## src/rtl/phic_pkg.sv

```systemverilog
`timescale 1ns / 1ps
// ============================================================================
// phic_pkg
// Shared types, constants and the ones' complement adder for the
// pseudo-header Internet checksum unit.
// ============================================================================
package phic_pkg;

    localparam int OFFSET_W = 17;
    localparam int WORD_W   = 16;
    localparam int BYTE_W   = 8;

    localparam logic [OFFSET_W-1:0] OFFSET_MAX = '1;

    // IPv4 header layout
    localparam logic [OFFSET_W-1:0] V4_HDR_LEN    = 17'd20;
    localparam logic [OFFSET_W-1:0] V4_ADDR_START = 17'd12;
    localparam logic [OFFSET_W-1:0] V4_LEN_HI     = 17'd2;
    localparam logic [OFFSET_W-1:0] V4_LEN_LO     = 17'd3;
    localparam logic [OFFSET_W-1:0] V4_PROTO      = 17'd9;

    // IPv6 header layout
    localparam logic [OFFSET_W-1:0] V6_HDR_LEN    = 17'd40;
    localparam logic [OFFSET_W-1:0] V6_ADDR_START = 17'd8;
    localparam logic [OFFSET_W-1:0] V6_LEN_HI     = 17'd4;
    localparam logic [OFFSET_W-1:0] V6_LEN_LO     = 17'd5;
    localparam logic [OFFSET_W-1:0] V6_NEXT_HDR   = 17'd6;

    localparam int QUEUE_DEPTH = 4;
    localparam int QUEUE_AW    = $clog2(QUEUE_DEPTH);
    localparam int QUEUE_CW    = $clog2(QUEUE_DEPTH + 1);

    // One classified byte: an optional word for the sum and the end mark
    typedef struct packed {
        logic              add_en;
        logic [WORD_W-1:0] word;
        logic              last;
    } cmd_t;

    typedef struct packed {
        logic full;
        logic empty;
    } q_status_t;

    function automatic logic [WORD_W-1:0] ones_add(
        input logic [WORD_W-1:0] acc,
        input logic [WORD_W-1:0] word
    );
        logic [WORD_W:0] s;
        begin
            s = {1'b0, acc} + {1'b0, word};
            ones_add = s[WORD_W-1:0] + {{(WORD_W-1){1'b0}}, s[WORD_W]};
        end
    endfunction

endpackage

```

## src/rtl/phic_front.sv

```systemverilog
`timescale 1ns / 1ps
// ============================================================================
// phic_front
// Track the byte offset and header fields; turn each byte into a command.
// ============================================================================
module phic_front
    import phic_pkg::*;
(
    input  logic              clk,
    input  logic              rst_n,
    input  logic              ip_mode,
    input  logic              in_valid,
    output logic              in_ready,
    input  logic [BYTE_W-1:0] in_byte,
    input  logic              in_last,
    input  q_status_t         q_status,
    output logic              push,
    output cmd_t              push_cmd
);

    logic [OFFSET_W-1:0] offset_reg, offset_next;
    logic [BYTE_W-1:0]   held_reg, held_next;
    logic [WORD_W-1:0]   dl_reg, dl_next;

    logic [OFFSET_W-1:0] hdr_start;
    logic [OFFSET_W-1:0] addr_lo;
    logic [OFFSET_W-1:0] pos;
    logic [WORD_W-1:0]   field;
    logic [WORD_W-1:0]   ul_len;
    logic                counted;
    logic                pad_now;

    assign in_ready = !q_status.full;
    assign push     = in_valid && in_ready;

    always_comb
    begin
        hdr_start = ip_mode ? V6_HDR_LEN : V4_HDR_LEN;
        addr_lo   = ip_mode ? V6_ADDR_START : V4_ADDR_START;
        pos       = offset_reg - hdr_start;
        field     = {held_reg, in_byte};
        ul_len    = (field >= V4_HDR_LEN[WORD_W-1:0]) ? field - V4_HDR_LEN[WORD_W-1:0]
                                                      : '0;
        held_next = held_reg;
        dl_next   = dl_reg;
        push_cmd  = '{add_en: 1'b0, word: '0, last: in_last};

        // header fields that enter the pseudo-header
        if (!ip_mode)
        begin
            if (offset_reg == V4_LEN_HI)
                held_next = in_byte;
            else if (offset_reg == V4_LEN_LO)
            begin
                dl_next         = ul_len;
                push_cmd.add_en = 1'b1;
                push_cmd.word   = ul_len;
            end
            else if (offset_reg == V4_PROTO)
            begin
                push_cmd.add_en = 1'b1;
                push_cmd.word   = {{BYTE_W{1'b0}}, in_byte};
            end
        end
        else
        begin
            if (offset_reg == V6_LEN_HI)
                held_next = in_byte;
            else if (offset_reg == V6_LEN_LO)
            begin
                dl_next         = field;
                push_cmd.add_en = 1'b1;
                push_cmd.word   = field;
            end
            else if (offset_reg == V6_NEXT_HDR)
            begin
                push_cmd.add_en = 1'b1;
                push_cmd.word   = {{BYTE_W{1'b0}}, in_byte};
            end
        end

        // addresses and upper-layer bytes
        counted = 1'b0;
        pad_now = 1'b0;
        if (offset_reg >= addr_lo && offset_reg < hdr_start)
            counted = 1'b1;
        else if (offset_reg >= hdr_start && offset_reg != OFFSET_MAX
                 && pos < {1'b0, dl_reg})
        begin
            counted = 1'b1;
            pad_now = (pos + 1'b1) == {1'b0, dl_reg};
        end

        if (counted)
        begin
            if (offset_reg[0])
            begin
                push_cmd.add_en = 1'b1;
                push_cmd.word   = field;
            end
            else
            begin
                held_next = in_byte;
                if (in_last || pad_now)
                begin
                    push_cmd.add_en = 1'b1;
                    push_cmd.word   = {in_byte, {BYTE_W{1'b0}}};
                end
            end
        end

        offset_next = (offset_reg == OFFSET_MAX) ? offset_reg : offset_reg + 1'b1;

        if (in_last)
        begin
            offset_next = '0;
            held_next   = '0;
            dl_next     = '0;
        end
    end

    always_ff @(posedge clk or negedge rst_n)
    begin
        if (!rst_n)
        begin
            offset_reg <= '0;
            held_reg   <= '0;
            dl_reg     <= '0;
        end
        else if (push)
        begin
            offset_reg <= offset_next;
            held_reg   <= held_next;
            dl_reg     <= dl_next;
        end
    end

endmodule

```

## src/rtl/phic_queue.sv

```systemverilog
`timescale 1ns / 1ps
// ============================================================================
// phic_queue
// Short command queue between the classifier and the accumulator.
// ============================================================================
module phic_queue
    import phic_pkg::*;
(
    input  logic      clk,
    input  logic      rst_n,
    input  logic      push,
    input  cmd_t      push_cmd,
    input  logic      pop,
    output cmd_t      pop_cmd,
    output q_status_t status
);

    cmd_t                entry_reg [QUEUE_DEPTH];
    logic [QUEUE_AW-1:0] wr_ptr_reg;
    logic [QUEUE_AW-1:0] rd_ptr_reg;
    logic [QUEUE_CW-1:0] count_reg;

    assign pop_cmd      = entry_reg[rd_ptr_reg];
    assign status.full  = count_reg == QUEUE_CW'(QUEUE_DEPTH);
    assign status.empty = count_reg == '0;

    always_ff @(posedge clk)
    begin
        if (push)
            entry_reg[wr_ptr_reg] <= push_cmd;
    end

    always_ff @(posedge clk or negedge rst_n)
    begin
        if (!rst_n)
        begin
            wr_ptr_reg <= '0;
            rd_ptr_reg <= '0;
            count_reg  <= '0;
        end
        else
        begin
            if (push)
                wr_ptr_reg <= wr_ptr_reg + 1'b1;
            if (pop)
                rd_ptr_reg <= rd_ptr_reg + 1'b1;
            if (push && !pop)
                count_reg <= count_reg + 1'b1;
            else if (pop && !push)
                count_reg <= count_reg - 1'b1;
        end
    end

endmodule

```

## src/rtl/phic_back.sv

```systemverilog
`timescale 1ns / 1ps
// ============================================================================
// phic_back
// Ones' complement accumulator and output register.
// ============================================================================
module phic_back
    import phic_pkg::*;
(
    input  logic              clk,
    input  logic              rst_n,
    input  cmd_t              head,
    input  q_status_t         q_status,
    output logic              pop,
    output logic              out_valid,
    input  logic              out_ready,
    output logic [WORD_W-1:0] out_data
);

    logic [WORD_W-1:0] sum_reg;
    logic [WORD_W-1:0] sum_next;
    logic              valid_reg;
    logic [WORD_W-1:0] data_reg;

    // hold the head end mark while a result still waits downstream
    assign pop      = !q_status.empty && !(head.last && valid_reg && !out_ready);
    assign sum_next = ones_add(sum_reg, head.add_en ? head.word : '0);

    assign out_valid = valid_reg;
    assign out_data  = data_reg;

    always_ff @(posedge clk or negedge rst_n)
    begin
        if (!rst_n)
        begin
            sum_reg   <= '0;
            valid_reg <= 1'b0;
        end
        else
        begin
            if (pop)
                sum_reg <= head.last ? '0 : sum_next;
            if (pop && head.last)
                valid_reg <= 1'b1;
            else if (out_ready)
                valid_reg <= 1'b0;
        end
    end

    always_ff @(posedge clk)
    begin
        if (pop && head.last)
            data_reg <= ~sum_next;
    end

endmodule

```

## src/rtl/pseudo_header_internet_checksum_unit.sv

```systemverilog
`timescale 1ns / 1ps
// The last byte's end mark passes through the command queue and the output register to m_tvalid.
// Throughput: one byte per cycle sustained; s_tready drops only when the
//   four-entry command queue fills behind a stalled result.
// Reset: rst_n clears offsets, sum, queue, output valid and ip_mode to zero.
// ============================================================================
// pseudo_header_internet_checksum_unit
// Streaming Internet checksum with IPv4/UDP or IPv6/ICMPv6 pseudo-header.
// ============================================================================
module pseudo_header_internet_checksum_unit
    import phic_pkg::*;
(
    input  logic        clk,
    input  logic        rst_n,

    // configuration: ip_mode (0 = IPv4/UDP, 1 = IPv6/ICMPv6)
    input  logic        cfg_valid,
    output logic        cfg_ready,
    input  logic        cfg_data,

    input  logic        s_tvalid,
    output logic        s_tready,
    input  logic [7:0]  s_tdata,   // [7:0] packet_byte
    input  logic        s_tlast,   // last_byte

    output logic        m_tvalid,
    input  logic        m_tready,
    output logic [15:0] m_tdata    // [15:0] checksum
);

    logic      ip_mode_reg;
    logic      push;
    cmd_t      push_cmd;
    logic      pop;
    cmd_t      head;
    q_status_t q_status;

    // configuration is always taken; the user must write it only while the block is idle (not enforced here)
    assign cfg_ready = 1'b1;

    always_ff @(posedge clk or negedge rst_n)
    begin
        if (!rst_n)
            ip_mode_reg <= 1'b0;
        else if (cfg_valid && cfg_ready)
            ip_mode_reg <= cfg_data;
    end

    // front: classify each byte against the header layout of the current mode
    phic_front u_front (
        .clk      (clk),
        .rst_n    (rst_n),
        .ip_mode  (ip_mode_reg),
        .in_valid (s_tvalid),
        .in_ready (s_tready),
        .in_byte  (s_tdata),
        .in_last  (s_tlast),
        .q_status (q_status),
        .push     (push),
        .push_cmd (push_cmd)
    );

    // decouple the classifier from the accumulator
    phic_queue u_queue (
        .clk      (clk),
        .rst_n    (rst_n),
        .push     (push),
        .push_cmd (push_cmd),
        .pop      (pop),
        .pop_cmd  (head),
        .status   (q_status)
    );

    // back: fold words into the sum and emit the complement on the end mark
    phic_back u_back (
        .clk       (clk),
        .rst_n     (rst_n),
        .head      (head),
        .q_status  (q_status),
        .pop       (pop),
        .out_valid (m_tvalid),
        .out_ready (m_tready),
        .out_data  (m_tdata)
    );

endmodule

```

## config.mk

```make
export PLATFORM = sky130hd
export DESIGN_NAME = pseudo_header_internet_checksum_unit
export DESIGN_NICKNAME = d
export VERILOG_FILES = /design/src/rtl/phic_pkg.sv /design/src/rtl/phic_front.sv /design/src/rtl/phic_queue.sv /design/src/rtl/phic_back.sv /design/src/rtl/pseudo_header_internet_checksum_unit.sv
export SDC_FILE = /design/constraint.sdc
export NUM_CORES = 1
export LEC_CHECK = 0
export BUFFER_PORTS_ARGS = -buffer_cell sky130_fd_sc_hd__buf_2
export CAP_MARGIN = 20
export CORE_MARGIN = 2
export CORE_UTILIZATION = 46
export CTS_CLUSTER_SIZE = 30
export DETAILED_ROUTE_END_ITERATION = 10
export PLACE_DENSITY_LB_ADDON = 0.05
export SYNTH_ARGS = -nofsm -noshare
export SYNTH_HDL_FRONTEND = slang
export SYNTH_HIERARCHICAL = 1
export SYNTH_SLANG_ARGS = --single-unit
export TNS_END_PERCENT = 30
```

## constraint.sdc

```tcl
create_clock -name clk -period 5.8 [get_ports clk]
set_input_delay 0 -clock clk [delete_from_list [all_inputs] [get_ports clk]]
set_output_delay 0 -clock clk [all_outputs]
set_load 0.005 [all_outputs]
```

# Word-level counts from Yosys, hierarchy flattened

Memory sizes are Yosys's and may differ from the RTL's.
Index checks and enable logic that the tools add are counted.
Widths: inputs -> output; s select.

$add $sub $neg: 10
$mul: 0
Divide/modulo/power cells: 0
Order comparisons: 5
Equal/unequal tests: 14
Shifts and indexed selects: 0
Multiplexer cells: 39
Bitwise gates (word level): 1
Reductions and logical operators: 23

Operators by type and width:

| cell                  | number |
|---|---|
| $mux 17               | 12 |
| $mux 16               | 9 |
| $eq 17x3->1 const B   | 3 |
| $mux 8                | 6 |
| $add 17x1->17 const B | 2 |
| $eq 17x2->1 const B   | 2 |
| $ge 17x17->1          | 2 |
| $add 16x16->17        | 1 |
| $eq 17x16->1          | 1 |
| $eq 17x17->1 const B  | 1 |
| $eq 17x4->1 const B   | 1 |
| $lt 17x16->1          | 1 |
| $lt 17x17->1          | 1 |
| $ne 17x17->1 const B  | 1 |
| $sub 17x17->17        | 1 |
| $add 16x1->16         | 1 |
| $ge 16x5->1 const B   | 1 |
| $not 16->16           | 1 |
| $sub 16x5->16 const B | 1 |
| $logic_and 1x1->1     | 10 |
| $mux 3                | 3 |
| $mux 1                | 8 |
| $logic_not 1->1       | 6 |
| $mux 6                | 1 |
| other kinds (13)      | 16 |

Register bits after elaboration: 82
Bits in latches: 0
RAM bits: 72
ROM bits: 0
Input bits: 15
Output and inout port bits: 19
Logic and storage cells: 103
Memories kept: 1

Memory list:

| name              | depth | width | rd ports | clocked after Yosys merged registers in | write ports | line             | source |
|---|---|---|---|---|---|---|---|
| u_queue.entry_reg | 4     | 18    | 1        | 0                                       | 1           | phic_queue.sv:18 | `cmd_t entry_reg [QUEUE_DEPTH];` |

# Logic depth before layout (Yosys ltp)

Depth in word-level cells: 10
Depth in mapped cells: 23
Mapped depth without buffers: 21

# Hierarchy

The synthesis kept the hierarchy.

Modules (own cells, without submodules):

| module                               | instances | cells each | area each (um2) | seq. area each (um2) |
|---|---|---|---|---|
| phic_front                           | 1         | 615        | 4742.0          | 1026.0 |
| phic_queue                           | 1         | 128        | 2992.9          | 2337.2 |
| phic_back                            | 1         | 246        | 2439.8          | 905.9 |
| pseudo_header_internet_checksum_unit | 1         | 4          | 51.3            | 25.0 |

# Worst setup path before layout

No wires, ideal clock.

Path type: register to register
Start: register ip_mode_reg
End: memory u_queue/entry_reg[0][10] (netlist name), data pin
Setup time: 0.270 ns
Arrival: 4.876 ns
Slack: 0.655 ns
Stages on the path, launching flop included: 21
Path buffers: 2
Cell sequence: dfrtp_1 -> clkbuf_1 -> clkinv_1 -> ha_1 -> nor2b_1 -> o311ai_0 -> a31oi_1 -> nor2_1 -> inv_1 -> ha_1 -> o21a_1 -> o211ai_1 -> a211oi_1 -> nor4_1 -> nand4_1 -> a311oi_1 -> o211ai_1 -> or4_1 -> buf_6 -> a21oi_4 -> a22oi_2

RTL lines:

| what                   | line                                       | source |
|---|---|---|
| start, declared        | pseudo_header_internet_checksum_unit.sv:31 | `logic ip_mode_reg;` |
| start signal, assigned | pseudo_header_internet_checksum_unit.sv:46 | `ip_mode_reg <= cfg_data;` |
| end, declared          | phic_queue.sv:18                           |  |

==> out/metrics.yaml <==
timing:
  slew_violations: 0
  finalCritPeriodShare_pct: 93.39
  setup_viol: 0
  rsz0062_at_grt: "false"
  fmax_mhz: 184.6
  worst_pin_slew_ns: 1.031
  fin_ws_ns: 0.3834
  skew_ns: 0.01311
  hold_viol: 0
  min_period_ns: 5.417
  relSlewSlack_pct: 30.28
  setup_tns_ns: 0
floorplanning:
  rows: 54
  dieArea_sq_mm: 0.02344
  die_width_um: 153.1
  die_y_um: 153.1
  core_area_sq_mm: 0.02182
  start_util_pct: 46.86
  ioPinCount: 34
worst_setup_path:
  timing.rr.start: "u_front/offset_reg[2]$_DFFE_PN0P_"
  cp.arrival_ns: 5.58
  r2r_slack_ns: 0.38
  path_common_cell: "inv_1"
  cp_max_fo: 9
  end_kind: "register"
  cpPeakStageDelay_ns: 0.70
  cp-start-kind: "register"
  crit_type: "reg2reg"
  startpoint: "u_front/offset_reg[2]$_DFFE_PN0P_"
  reg2reg_to: "u_queue/entry_reg[3][1]$_DFFE_PP_"
  reg2regPathDepth: 20
  critPathSlowestCell: "or4_1"
  crit_path_end: "u_queue/entry_reg[3][1]$_DFFE_PP_"
  crit_chain: "inv_1, ha_1, inv_1, fa_1, a21o_1, a21oi_1, a31oi_1, nor2_1, inv_1, ha_1, o21a_1, o211ai_1, a211oi_1, nor4_2, nand4_1, a311oi_1, o211ai_1, or4_1, a31oi_1, nor2b_1"
  crit_required_ns: 5.96
worst_hold_path:
  hold_path.class: "in2reg"
logic_synthesis:
  syn_area_per_cell_sq_um: 10.30
  synth_edf_count: 88
  yosysSeqAreaShare_pct: 41.99
  synth_warnings: 6
  synth_top_flop_cell: "edfxtp_1"
  synth_top_area_share_pct: 25.84
  synth_fp_nets: 1061
  synth_area_sq_mm: 0.01023
  yosysTopAreaCell: "edfxtp_1"
  async_flop_share_pct: 42.86
  synthCells: 993
  synthTopCellsByArea: "edfxtp_1 (26%), dfrtp_1 (16%), ha_1 (6.1%), xnor2_1 (4.3%), mux4_2 (4.0%)"
  ys_seq_elements: 154
  yosysMostFrequentCell: "nand2_1"
  yosys-top-cells-count: "nand2_1 (90), edfxtp_1 (88), dfrtp_1 (66)"
  yosysUniqueCellTypes: 93
finish:
  area_growth_pct: 11.01
  largest_reg_flops: 72
  drive_gt1_share_pct: 14.79
  antenna_cells: 0
  final_nets: 1096
  fillers: 1969
  multi_input_area_sq_mm: 0.005475
  fin_util_pct: 52.02
  seq_area_sq_mm: 0.004294
grt:
  grt_pass1_vias: 7752
  grt_max_degree: 67
  grt.overflow.total: 0
  grt_usage_pct: 23.36
  antenna_found_initial: 0
  grt_pass1_wl_um: 42840
route:
  drc: 0
  totalWireLength_um: 26410
  dr.first_iter.drc_count: 682
  via_per_inst: 5.862
  ant_nets: 0
  firstDrtPassIters: 6
  dr_total_vias: 7744
  wl_per_cell_um: 19.99
power_and_ir_drop:
  p_leak_nw: 4.502
  power_density_mw_per_mm2: 449.5
  peakVddDrop_v: 0.0001847
clock_tree:
  insertion_delay_ns: 0.44
  root_buffer: "clkbuf_16"
  post_cts_buffers: 0
  cts_tree: "built"
  clkSlewWorstSetupHoldPaths_ns: 0.07
  cts_htree_levels: 4
  numCtsBuffers: 17
  clk_path_buf_depth: 2
  clkSinkCount: 154
place:
  place_congestion: 0.8747
  place_ws_ns: 0.3489
  place_hpwl_um: 19440
  portBuffers: 32
status:
  status: "completed"
flow_run:
  drv_cap: 0
[layer usage]
layer / GRT usage (%) / vias up / share of wire [%]
met5: 0 / - / 0
met3: 3.487 / 34 / 3.5
met1: 29.87 / 3787 / 44
met4: 7.540 / 0 / 1.9
met2: 40.77 / 184 / 51
li1: - / 3739 / -
[cell usage in the layout, fill, tap and decap left out, drive strengths merged, types with 8 or more instances in the layout]
master / netlist / final
a211oi: 13 / 13
a21o: 20 / 20
a21oi: 49 / 49
a22o: 12 / 12
and2: 24 / 24
and3: 9 / 9
buf: 19 / 51
clkbuf: 29 / 20
dfrtp: 66 / 66
dlygate4sd3: 0 / 12
edfxtp: 88 / 88
ha: 50 / 50
inv: 56 / 61
mux4: 18 / 18
nand2: 90 / 90
nand3: 19 / 19
nand3b: 8 / 8
nand4: 10 / 10
nor2: 60 / 60
nor2b: 8 / 8
nor3: 37 / 37
nor4: 13 / 13
o211ai: 9 / 9
o21a: 8 / 8
o21ai: 57 / 57
o31ai: 15 / 15
or3: 20 / 20
or4: 13 / 13
xnor2: 51 / 51
xor2: 22 / 22
[repair_timing]
item                                   CTS  global route
resized for setup                        0             2
setup endpoints to repair                0            64
endpoints found under the hold margin   78             0
hold buffers                            12             0
[worst max-delay path: cells and delay by family (launching register included)]
kind | cells | cell delay [ns]
adder cells (fa/ha/maj) | 3 | 0.88
AO/OA/AOI/OAI | 9 | 2.05
AND/OR/NAND/NOR | 5 | 1.48
flip-flops | 1 | 0.43
buffers and inverters | 3 | 0.31
[power breakdown]
| part | internal, W | total (W) | switching [W] |
|---|---|---|---|
| sequential | 0.00152 | 0.00168 | 0.000158 |
| combinational | 0.000959 | 0.00232 | 0.00136 |
| clock | 0.000613 | 0.00111 | 0.000493 |
[per-stage QoR]
| stage | hold WS [ns] | instance area, sq um | std cells | total power (W) |
|---|---|---|---|---|
| after floorplan | -0.2956 | 10230 | 993 | 0.003412 |
| after global placement | 0.2114 | 10620 | 1276 | 0.003997 |
| after detailed placement | 0.2070 | 10620 | 1276 | 0.004013 |
| after CTS | 0.05717 | 11320 | 1320 | 0.005142 |
| after global routing | 0.06146 | 11350 | 1321 | 0.005472 |
| final | 0.06439 | 11350 | 1321 | 0.005103 |
[how the worst min path moves through the flow]
stage | from | to | cells past startpoint
3_5_place_dp | rst_n | u_back/out_valid$_DFFE_PN0P_ | 1
2_1_floorplan | rst_n | ip_mode_reg$_DFFE_PN0P_ | 0
5_1_grt | s_tlast | u_queue/entry_reg[0][0]$_DFFE_PP_ | 1
4_1_cts | s_tlast | u_queue/entry_reg[2][0]$_DFFE_PP_ | 1
6_report | s_tlast | u_queue/entry_reg[0][0]$_DFFE_PP_ | 1
3_3_place_gp | rst_n | u_back/out_valid$_DFFE_PN0P_ | 1
[layout make-up]
type | instances | area share (%)
sequential | 154 | 37.83
inverter | 57 | 1.885
clock buffer | 19 | 3.902
tap | 280 | 3.086
multi-input combinational | 734 | 48.23
timing repair buffer | 64 | 3.869
clock inverter | 13 | 1.201
[cells by family after synthesis]
logic type,count (synthesis),synth area share [%]
xor gates and xnor gates,77,7.207
other,1,0.03667
DFF,154,41.99
and+or+nand+nor,340,18.08
buffers and inverters,105,4.698
muxes,28,5.053
AOI/OAI and AO/OA,235,16.22
adders and majority gates,53,6.705
No activity file was read; power rests on OpenSTA's default activity.
